--- src/rtl/decayed_frequency_table_topk_unit_macros.svh ---
// assertion macros for the frequency table block
`ifndef DECAYED_FREQUENCY_TABLE_TOPK_UNIT_MACROS_SVH
`define DECAYED_FREQUENCY_TABLE_TOPK_UNIT_MACROS_SVH
// implication checked on every rising clock edge outside reset
`define DFT_ASSERT_IMP(label, clk, rst_n, ante, cons, msg) \
  label: assert property (@(posedge clk) disable iff (!rst_n) (ante) |-> (cons)) \
    else $error(msg);
// next-cycle implication checked outside reset
`define DFT_ASSERT_NEXT(label, clk, rst_n, ante, cons, msg) \
  label: assert property (@(posedge clk) disable iff (!rst_n) (ante) |=> (cons)) \
    else $error(msg);
`endif

--- src/rtl/dft_pkg.sv ---
// shared types and constants for the frequency table block
package dft_pkg;
  localparam int unsigned TableDepthDef = 64;
  localparam int unsigned MaxResultsDef = 16;
  localparam logic [31:0] WeightOne = 32'h0001_0000;
  localparam logic [31:0] WeightMax = 32'hFFFF_FFFF;
  localparam logic [15:0] DecayReset = 16'd64225;
  localparam logic FuncRecord = 1'b0;
  localparam logic FuncQuery = 1'b1;
  localparam logic [0:0] RegDecay = 1'b0;

  typedef struct packed {
    logic       func;
    logic [7:0] layer_id;
    logic [7:0] expert_sel;
    logic [4:0] query_limit;
  } cmd_t;

  typedef struct packed {
    logic        found;
    logic [7:0]  expert;
    logic [31:0] weight;
    logic        last;
  } res_t;
endpackage

--- src/rtl/dft_front.sv ---
// input side: accepts items into a short command queue
module dft_front (
  input  logic          clk_i,
  input  logic          rst_ni,
  input  logic          push_i,
  output logic          full_o,
  input  dft_pkg::cmd_t cmd_i,
  output logic          cmd_valid_o,
  input  logic          cmd_take_i,
  output dft_pkg::cmd_t cmd_o
);
  import dft_pkg::*;
  `include "decayed_frequency_table_topk_unit_macros.svh"

  cmd_t        slot_q [2];
  logic        wp_q, rp_q;
  logic [1:0]  cnt_q;
  logic        do_push, do_pop;

  assign full_o      = cnt_q[1];
  assign cmd_valid_o = cnt_q != 2'd0;
  assign cmd_o       = slot_q[rp_q];
  assign do_push     = push_i && !full_o;
  assign do_pop      = cmd_take_i && cmd_valid_o;

  always_ff @(posedge clk_i) begin
    if (do_push) begin
      slot_q[wp_q] <= cmd_i;
    end
  end

  always_ff @(posedge clk_i or negedge rst_ni) begin
    if (!rst_ni) begin
      wp_q  <= 1'b0;
      rp_q  <= 1'b0;
      cnt_q <= 2'd0;
    end else begin
      if (do_push) wp_q <= ~wp_q;
      if (do_pop)  rp_q <= ~rp_q;
      cnt_q <= cnt_q + 2'(do_push) - 2'(do_pop);
    end
  end

  `DFT_ASSERT_IMP(a_cnt_range, clk_i, rst_ni, 1'b1, cnt_q != 2'd3, "queue count overflow")
  `DFT_ASSERT_NEXT(a_push_cnt, clk_i, rst_ni, do_push && !do_pop, cnt_q == $past(cnt_q) + 2'd1,
    "push lost")
  `DFT_ASSERT_IMP(a_ptr_sync, clk_i, rst_ni, cnt_q == 2'd0 || cnt_q == 2'd2, wp_q == rp_q,
    "pointers out of step")
endmodule

--- config.mk ---
export PLATFORM = sky130hd
export DESIGN_NAME = dft_front
export DESIGN_NICKNAME = d
export VERILOG_FILES = /design/src/rtl/dft_pkg.sv /design/src/rtl/dft_front.sv
export VERILOG_INCLUDE_DIRS = /design/src /design/src/rtl
export SDC_FILE = /design/constraint.sdc
export NUM_CORES = 1
export LEC_CHECK = 0
export ABC_AREA = 1
export BUFFER_PORTS_ARGS = -buffer_cell sky130_fd_sc_hd__buf_2
export CAP_MARGIN = 20
export CORE_MARGIN = 2
export CORE_UTILIZATION = 51
export CTS_CLUSTER_SIZE = 12
export DETAILED_ROUTE_END_ITERATION = 8
export HOLD_SLACK_MARGIN = 0.03
export PLACE_DENSITY = 0.81
export SETUP_SLACK_MARGIN = 0.05
export SLEW_MARGIN = 10
export SYNTH_ARGS = -nofsm -noshare
export SYNTH_HDL_FRONTEND = slang
export SYNTH_SLANG_ARGS = --single-unit
--- constraint.sdc ---
create_clock -name clk_i -period 2.57 [get_ports clk_i]
set_input_delay 0.1285 -clock clk_i [delete_from_list [all_inputs] [get_ports clk_i]]
set_output_delay 0.1285 -clock clk_i [all_outputs]
set_load 0.01 [all_outputs]
* Word level (Yosys, flattened, before mapping)
Memory sizes are Yosys's and may differ from the RTL's.
Cells that the tools add are included.
W data, S select, Z words.
** Word-level totals
- Memories kept :: 1
- Bits of input ports :: 26
- Output and inout bits :: 24
- Bits in writable memories :: 44
- Flip-flop bits (word level) :: 4
- Logic and storage cells :: 14
** Memory list
- slot_q :: words 2, width 22, rd ports 1, clocked after memory_dff 0, wr ports 1, line dft_front.sv:15 : cmd_t slot_q [2];
** Operators by class
- $add $sub $neg :: 2
- Multiplexer cells :: 2
- Reduce and logical (&&, ||, !) cells :: 4
- Bitwise gates (word level) :: 2
** Operator list (number)
- $add A2 B1 Y2 :: 1
- $logic_and A1 B1 Y1 :: 2
- $mux W1 :: 2
- $not A1 Y1 :: 2
- $reduce_bool A2 Y1 :: 1
- $sub A2 B1 Y2 :: 1
- $logic_not A1 Y1 :: 1

* Longest topological paths before layout
Gate-level depths: netlist of the first run.
- Word-level depth :: 4
- Gate-level depth with buffers :: 7
- Gate-level depth less buffers :: 7

* Worst setup path before layout of the first run
OpenSTA, ideal clock, no wires.
- Path type :: register to register
- From :: register cnt_q[1]
- To :: memory slot_q[1][0] (netlist bit), enable pin
- Clock period less this slack :: 1.963 ns
- Data required time :: 2.169 ns
- Buffers on the path :: 0
- Arrival :: 1.562 ns
- Stages on the path, launching flop included :: 4
- Path slack :: 0.607 ns
- Library setup time :: 0.401 ns
- Path through :: dfrtp_1 > inv_1 > nand2_2 > nor2_1
** On the way
- Word-level cells in the longest chain between the ends :: 4
** RTL lines
- start, declared :: line dft_front.sv:17 : logic [1:0] cnt_q;
- start signal, assigned :: line dft_front.sv:40 : cnt_q <= cnt_q + 2'(do_push) - 2'(do_pop);
- $logic_not A1 Y1 :: line dft_front.sv:23 : assign do_push = push_i && !full_o;
- $logic_and A1 B1 Y1 :: line dft_front.sv:23
- $mux W1 :: line dft_front.sv:27 : if (do_push) begin
- $mux W1 (implied by the code) :: line dft_front.sv:28 : slot_q[wp_q] <= cmd_i;
- end, declared :: line dft_front.sv:15
No other way between the ends.

==> results of run 1 <==
==> stage by stage <==
step	hold WS [ns]	cell area [um^2]	setup WS, ns	util (%)	instances
after CTS	0.0660	2390	0.836	71.0	262
after detailed placement	-0.0558	2110	0.907	62.8	232
after global routing	0.0631	2390	0.688	71.0	262
final	0.0807	2390	0.860	71.0	262
after floorplan	-0.167	1800	0.607	-	138
after global placement	-0.0631	2110	0.990	62.8	232
==> cell usage after synthesis (all sizes together) <==
cell type	n
nand2	71
edfxtp	44
inv	5
buf	4
dfrtp	4
xor2	3
nor2	2
ha	1
nand3	1
nand4	1
o21ai	1
or2	1
==> cells in the final DEF (no fill, tap or decap), types with 2 or more instances in the layout <==
cell,instances
nand2_1,70
buf_2,49
edfxtp_1,44
dlygate4sd3_1,23
clkbuf_4,5
inv_1,4
dfrtp_1,4
xor2_1,3
buf_4,3
nor2_2,2
==> layer usage <==
metal	vias to the layer above	GRT usage, %	routed length [um]
met3	7	6.25	169
met4	0	9.24	75
met5	-	0	0
li1	611	-	-
met2	37	35.4	1980
met1	604	21.5	1400
==> sequential cells by signal, summed over array words and instances (netlist names) <==
register	flops
cnt_q	2
rp_q	1
slot_q	44
wp_q	1
==> worst max-delay path, cell delays in order (launching register included) <==
cell	delay, ns
dfrtp_1	0.38
buf_4	0.21
inv_2	0.33
nand2_1	0.09
nand2_1	0.09
buf_2	0.14
==> power by group through the flow <==
| stage | clock, W | combinational, W | sequential [W] |
|---|---|---|---|
| final | 0.000309 | 0.000848 | 0.00111 |
| after global routing | 0.000352 | 0.000951 | 0.00112 |
| after CTS | 0.000322 | 0.000852 | 0.00111 |
| after detailed placement | 0 | 0.000823 | 0.00113 |
| after global placement | 0 | 0.000787 | 0.00112 |
| after floorplan | 0 | 0.000496 | 0.00113 |
==> path summary, 6_finish.rpt <==
path,startpoint,endpoint,slack (ns),cells after the start
worst max-delay path,rp_q,cmd_o[20],0.86,5
worst min-delay path,cmd_take_i,rp_q,0.08,3
worst max register to register,cnt_q[1],slot_q[0][18],0.89,4
worst min register to register,cnt_q[0],cnt_q[0],0.59,1
max in group asynchronous,rst_ni,rp_q,2.35,2
min in group asynchronous,rst_ni,cnt_q[0],0.10,2
==> cell type report <==
| type | instances | area [um^2] |
|---|---|---|
| Clock buffer | 6 | 41.3 |
| Clock inverter | 1 | 5.00 |
| Inverter | 5 | 18.8 |
| Fill cell | 240 | 975 |
| Multi-Input combinational cell | 81 | 347 |
| Sequential cell | 48 | 1420 |
| Timing Repair Buffer | 75 | 498 |
| Tap cell | 46 | 57.6 |
==> logic make-up (layout without fill, tap and decap cells) <==
logic type               Yosys count  after routing  share of synthesized area (%)
AO/OA/AOI/OAI                      1              1                          0.486
buffers and inverters              9             87                           2.15
flip-flops                        48             48                           78.9
AND/OR/NAND/NOR                   76             76                           16.3
XOR/XNOR                           3              3                           1.46
adder cells (fa/ha/maj)            1              1                          0.694
==> timing repair <==
| item | in CTS | in global routing |
|---|---|---|
| setup buffers | 0 | 0 |
| hold endpoints to repair | 48 | 0 |
| hold buffers | 23 | 0 |
==> flow_metrics.env, run 1 <==
export IMPL_drc_errors=0
export IMPL_cts_tree="done"
export IMPL_place_congestion=0.673
export IMPL_crit_fanout=23
export IMPL_grt_pass1_vias=1246
export IMPL_p_int_w=0.00146
export IMPL_power_leakage_nw=1.05
export IMPL_antenna_found_initial=0
export IMPL_p_per_area_nw_per_um2=950
export IMPL_cts_buffer_depth=2
export IMPL_cts_htree_levels=2
export IMPL_rows=21
export IMPL_core_area_um2=3360
export IMPL_numCtsBuffers=5
export IMPL_syn_avg_cell_area_um2=13.1
export IMPL_skew_ns=0.0105
export IMPL_ys_warn_count=0
export IMPL_routed_wl_um=3630
export IMPL_cts_root_buf="clkbuf_4"
export IMPL_hold_viol_final=0
export IMPL_ys_seq_area_share_pct=78.9
export IMPL_viasPerCell=4.81
export IMPL_track_usage_pct=19.9
export IMPL_fin_setup_tns_ns=0
export IMPL_fin_crit_sh_pct=66.5
export IMPL_dieArea_um2=4020
export IMPL_switching_power_w=0.000807
export IMPL_ys_ff_latch=48
export IMPL_vias=1259
export IMPL_hpwl_um=2270
export IMPL_layout_min_cycle_time_ns=1.71
export IMPL_synth_top_area_share_pct=73.3
export IMPL_drt_first_iter_violations=63
export IMPL_die_h_um=63.4
export IMPL_power_share_switching_pct=35.6
export IMPL_start_kind="flop"
export IMPL_grt_pass1_wl_um=5800
export IMPL_grt_overflow=0
export IMPL_cp_arrival_ns=1.58
export IMPL_synthToLayoutAreaGrowth_pct=32.6
export IMPL_synthDistinctLibCells=14
export IMPL_drive_above_1_share_pct=29.6
export IMPL_pwr_share_seq_pct=49.0
export IMPL_fin_nets=243
export IMPL_first_pass_iters=4
export IMPL_post_cts_resized=0
export IMPL_p_total_w=0.00227
export IMPL_power_frac_clock_pct=13.6
export IMPL_tightest_slew_ns=0.512
export IMPL_worstSetupPathType="flop to primary output"
export IMPL_fmax_mhz=585
export IMPL_initial_core_util_pct=53.6
export IMPL_crit_required_ns=2.44
export IMPL_pwr_share_comb_pct=37.4
export IMPL_setup_viol=0
export IMPL_grt_start_max_net_pins=24
export IMPL_endpoint_kind="primary output"
export IMPL_route_detailed_wl_per_inst_um=13.8
export IMPL_hp_class="input pin to flop"
export IMPL_slew_viol_final=0
export IMPL_synth_fp_nets=165
export IMPL_ir_drop_v=0.000568
export IMPL_syn_cell_area_um2=1800
export IMPL_io_pins=50
export IMPL_io_buffers=49
export IMPL_netlist_instances=138
export IMPL_relSlewSlack_pct=65.8
export IMPL_synthTopCellsByArea="edfxtp_1, nand2_1, dfrtp_1, xor2_1, buf_2"
export IMPL_synth_top_area_cell="edfxtp_1"
export IMPL_ant_nets=0
export IMPL_clkSinkCount=48
export IMPL_rsz0062_at_grt="false"
export IMPL_cap_violations=0
export IMPL_antennaDiodeCount=0
export IMPL_clock_latency_ns=0.36
export IMPL_die_w_um=63.4
export IMPL_outcome="finished, final reports clean"
export IMPL_cts_clk_slew_worst_paths_ns=0.11
(Power assumes the default switching activity.)
==> run 2: changes to the inputs <==
--- a/config.mk
+++ b/config.mk
@@ -10,11 +10,11 @@
 export BUFFER_PORTS_ARGS = -buffer_cell sky130_fd_sc_hd__buf_2
 export CAP_MARGIN = 20
 export CORE_MARGIN = 2
-export CORE_UTILIZATION = 51
+export CORE_UTILIZATION = 46
 export CTS_CLUSTER_SIZE = 12
 export DETAILED_ROUTE_END_ITERATION = 8
 export HOLD_SLACK_MARGIN = 0.03
-export PLACE_DENSITY = 0.81
+export PLACE_DENSITY = 0.77
 export SETUP_SLACK_MARGIN = 0.05
 export SLEW_MARGIN = 10
 export SYNTH_ARGS = -nofsm -noshare
==> constraint.sdc (replaced) <==
create_clock -name clk_i -period 1.55 [get_ports clk_i]
set_input_delay 0.0775 -clock clk_i [delete_from_list [all_inputs] [get_ports clk_i]]
set_output_delay 0.0775 -clock clk_i [all_outputs]
set_load 0.01 [all_outputs]
==> run 2 against run 1 <==
  * Critical endpoint is now cmd_o[11]
  * Worst setup slack got worse by 0.65 ns
  * Die area rose by 10%
  * Cell count rose by 1.5%
  * Critical path depth fell by 1
  * Largest cell class unchanged
  * Non-clock buffer count rose by 1
  * Core utilization fell by 4.3 points
==> flow_metrics.env, run 2 (synthesis results as in run 1) <==
export IMPL_crit_required_ns=1.47
export IMPL_pwr_share_comb_pct=34.3
export IMPL_r2r_cells=6
export IMPL_power_leakage_nw=1.09
export IMPL_fin_crit_sh_pct=86.4
export IMPL_grt_overflow=0
export IMPL_p_int_w=0.00276
export IMPL_antenna_found_initial=0
export IMPL_skew_ns=0.00293
export IMPL_p_total_w=0.00412
export IMPL_rr_endpoint="cnt_q[1]"
export IMPL_rsz0062_at_grt="false"
export IMPL_pwr_share_seq_pct=44.7
export IMPL_first_pass_iters=4
export IMPL_initial_core_util_pct=48.5
export IMPL_io_buffers=49
export IMPL_dieArea_um2=4430
export IMPL_hp_class="input pin to flop"
export IMPL_crit_path_top_delay_cell="dfrtp_1"
export IMPL_antennaDiodeCount=0
export IMPL_viasPerCell=4.48
export IMPL_cpPeakStageDelay_ns=0.40
export IMPL_dp_cells=235
export IMPL_top_register="slot_q"
export IMPL_p_per_area_nw_per_um2=1660
export IMPL_die_h_um=66.6
export IMPL_post_cts_setup_buffers=0
export IMPL_grt_start_max_net_pins=24
export IMPL_cts_htree_levels=2
export IMPL_clkSinkCount=48
export IMPL_slew_viol_final=0
export IMPL_cap_violations=0
export IMPL_cp_arrival_ns=1.26
export IMPL_routed_wl_um=3150
export IMPL_drt_first_iter_violations=51
export IMPL_cp_num_buf_inv=2
export IMPL_cp_top_family="flip-flops"
export IMPL_power_frac_clock_pct=21.0
export IMPL_cpMostUsedCell="nand2_1"
export IMPL_route_detailed_wl_per_inst_um=11.8
export IMPL_crit_fanout=22
export IMPL_track_usage_pct=15.9
export IMPL_whs_path_depth=3
export IMPL_drive_above_1_share_pct=30.7
export IMPL_final_cell_mix="nand2_1, buf_2, edfxtp_1"
export IMPL_outcome="finished, final reports clean"
export IMPL_crit_chain="buf_4 > nand2_1 > nand2_1 > buf_2"
export IMPL_fin_nets=244
export IMPL_switching_power_w=0.00136
export IMPL_hold_viol_final=0
export IMPL_relSlewSlack_pct=84.6
export IMPL_endpoint_kind="primary output"
export IMPL_power_share_switching_pct=33.0
export IMPL_top_regs="slot_q (44), cnt_q (2)"
export IMPL_hold_path_endpoint="rp_q"
export IMPL_die_w_um=66.6
export IMPL_start_kind="flop"
export IMPL_fmax_mhz=747
export IMPL_core_area_um2=3720
export IMPL_tightest_slew_ns=0.231
export IMPL_rows=22
export IMPL_place_congestion=0.719
export IMPL_drc_errors=0
export IMPL_numCtsBuffers=5
export IMPL_vias=1192
export IMPL_worstSetupPathType="flop to primary output"
export IMPL_final_common_cell="nand2_1"
export IMPL_fin_cells=266
export IMPL_largest_register_ff_count=44
export IMPL_cts_clk_slew_worst_paths_ns=0.08
export IMPL_cts_tree="done"
export IMPL_hpwl_um=2110
export IMPL_cts_buffer_depth=2
export IMPL_rr_startpoint="cnt_q[1]"
export IMPL_grt_pass1_vias=1169
export IMPL_hp_start="cmd_take_i"
export IMPL_setup_viol=0
export IMPL_io_pins=50
export IMPL_synthToLayoutAreaGrowth_pct=37.6
export IMPL_ir_drop_v=0.000969
export IMPL_ant_nets=0
export IMPL_cts_root_buf="clkbuf_8"
export IMPL_clock_latency_ns=0.29
export IMPL_r2r_slack_ns=0.28
export IMPL_grt_pass1_wl_um=4970
export IMPL_layout_min_cycle_time_ns=1.34
-- run 2: cell types whose count changed in the layout (fill, tap and decap cells not counted), sizes merged --
cell / delta
clkinvlp: +1
clkbuf: -1
buf: +1
bufinv: +1
-- run 2: worst reg2reg max path, delay by kind of cell, from the launching register on --
kind / cells / cell delay [ns]
xor+xnor: 1 / 0.19
buf+inv: 1 / 0.04
fa+ha+maj: 1 / 0.19
compound gates: 1 / 0.22
simple gates: 2 / 0.09
flops: 1 / 0.43
-- run 2: how the worst max path moves through the flow --
| stage | to | cells after the start | start |
|---|---|---|---|
| 2_1_floorplan | slot_q[0][0] | 3 | cnt_q[1] |
| 4_1_cts | cmd_o[20] | 4 | rp_q |
| 3_3_place_gp | cnt_q[1] | 6 | cnt_q[1] |
| 6_report | cmd_o[11] | 4 | rp_q |
| 5_1_grt | cmd_o[21] | 4 | rp_q |
| 3_5_place_dp | cnt_q[1] | 6 | cnt_q[1] |
-- run 2: cell type report --
cell class	instances	area, um^2
Fill cell	269	1240
Sequential cell	48	1420
Multi-Input combinational cell	81	347
Tap cell	48	60.1
Timing Repair Buffer	76	518
Clock inverter	3	42.5
Inverter	5	21.3
Clock buffer	5	68.8
-- run 2: repair_timing --
item	CTS	global route
hold endpoints to repair	48	0
resized for setup	0	2
hold buffers	23	0
setup endpoints to repair	0	3
-- run 2: power groups by stage --
stage,combinational [W],clock (W),sequential [W]
after floorplan,0.000830,0,0.00186
final,0.00141,0.000864,0.00185
after global routing,0.00159,0.000934,0.00187
after detailed placement,0.00139,0,0.00187
after global placement,0.00136,0,0.00185
after CTS,0.00143,0.000881,0.00184
-- run 2: per-stage QoR --
step | hold WS, ns | instance area (um^2) | utilization (%) | TNS [ns] | setup slack [ns]
2_1_floorplan | -0.218 | 1810 | - | -2.59 | -0.0588
3_3_place_gp | -0.109 | 2130 | 57.4 | 0 | 0.338
3_5_place_dp | -0.109 | 2130 | 57.4 | 0 | 0.288
4_1_cts | 0.0698 | 2480 | 66.6 | 0 | 0.132
5_1_grt | 0.0901 | 2480 | 66.7 | 0 | 0.0972
6_report | 0.0824 | 2480 | 66.7 | 0 | 0.211
-- run 2: routing by layer --
layer  share of wire, %  GRT usage (%)  vias up
met5                  0              0        -
met4                2.1           8.67        0
met3                5.4           4.73        7
met2                 52           27.3       33
met1                 40           17.8      538
li1                   -              -      614
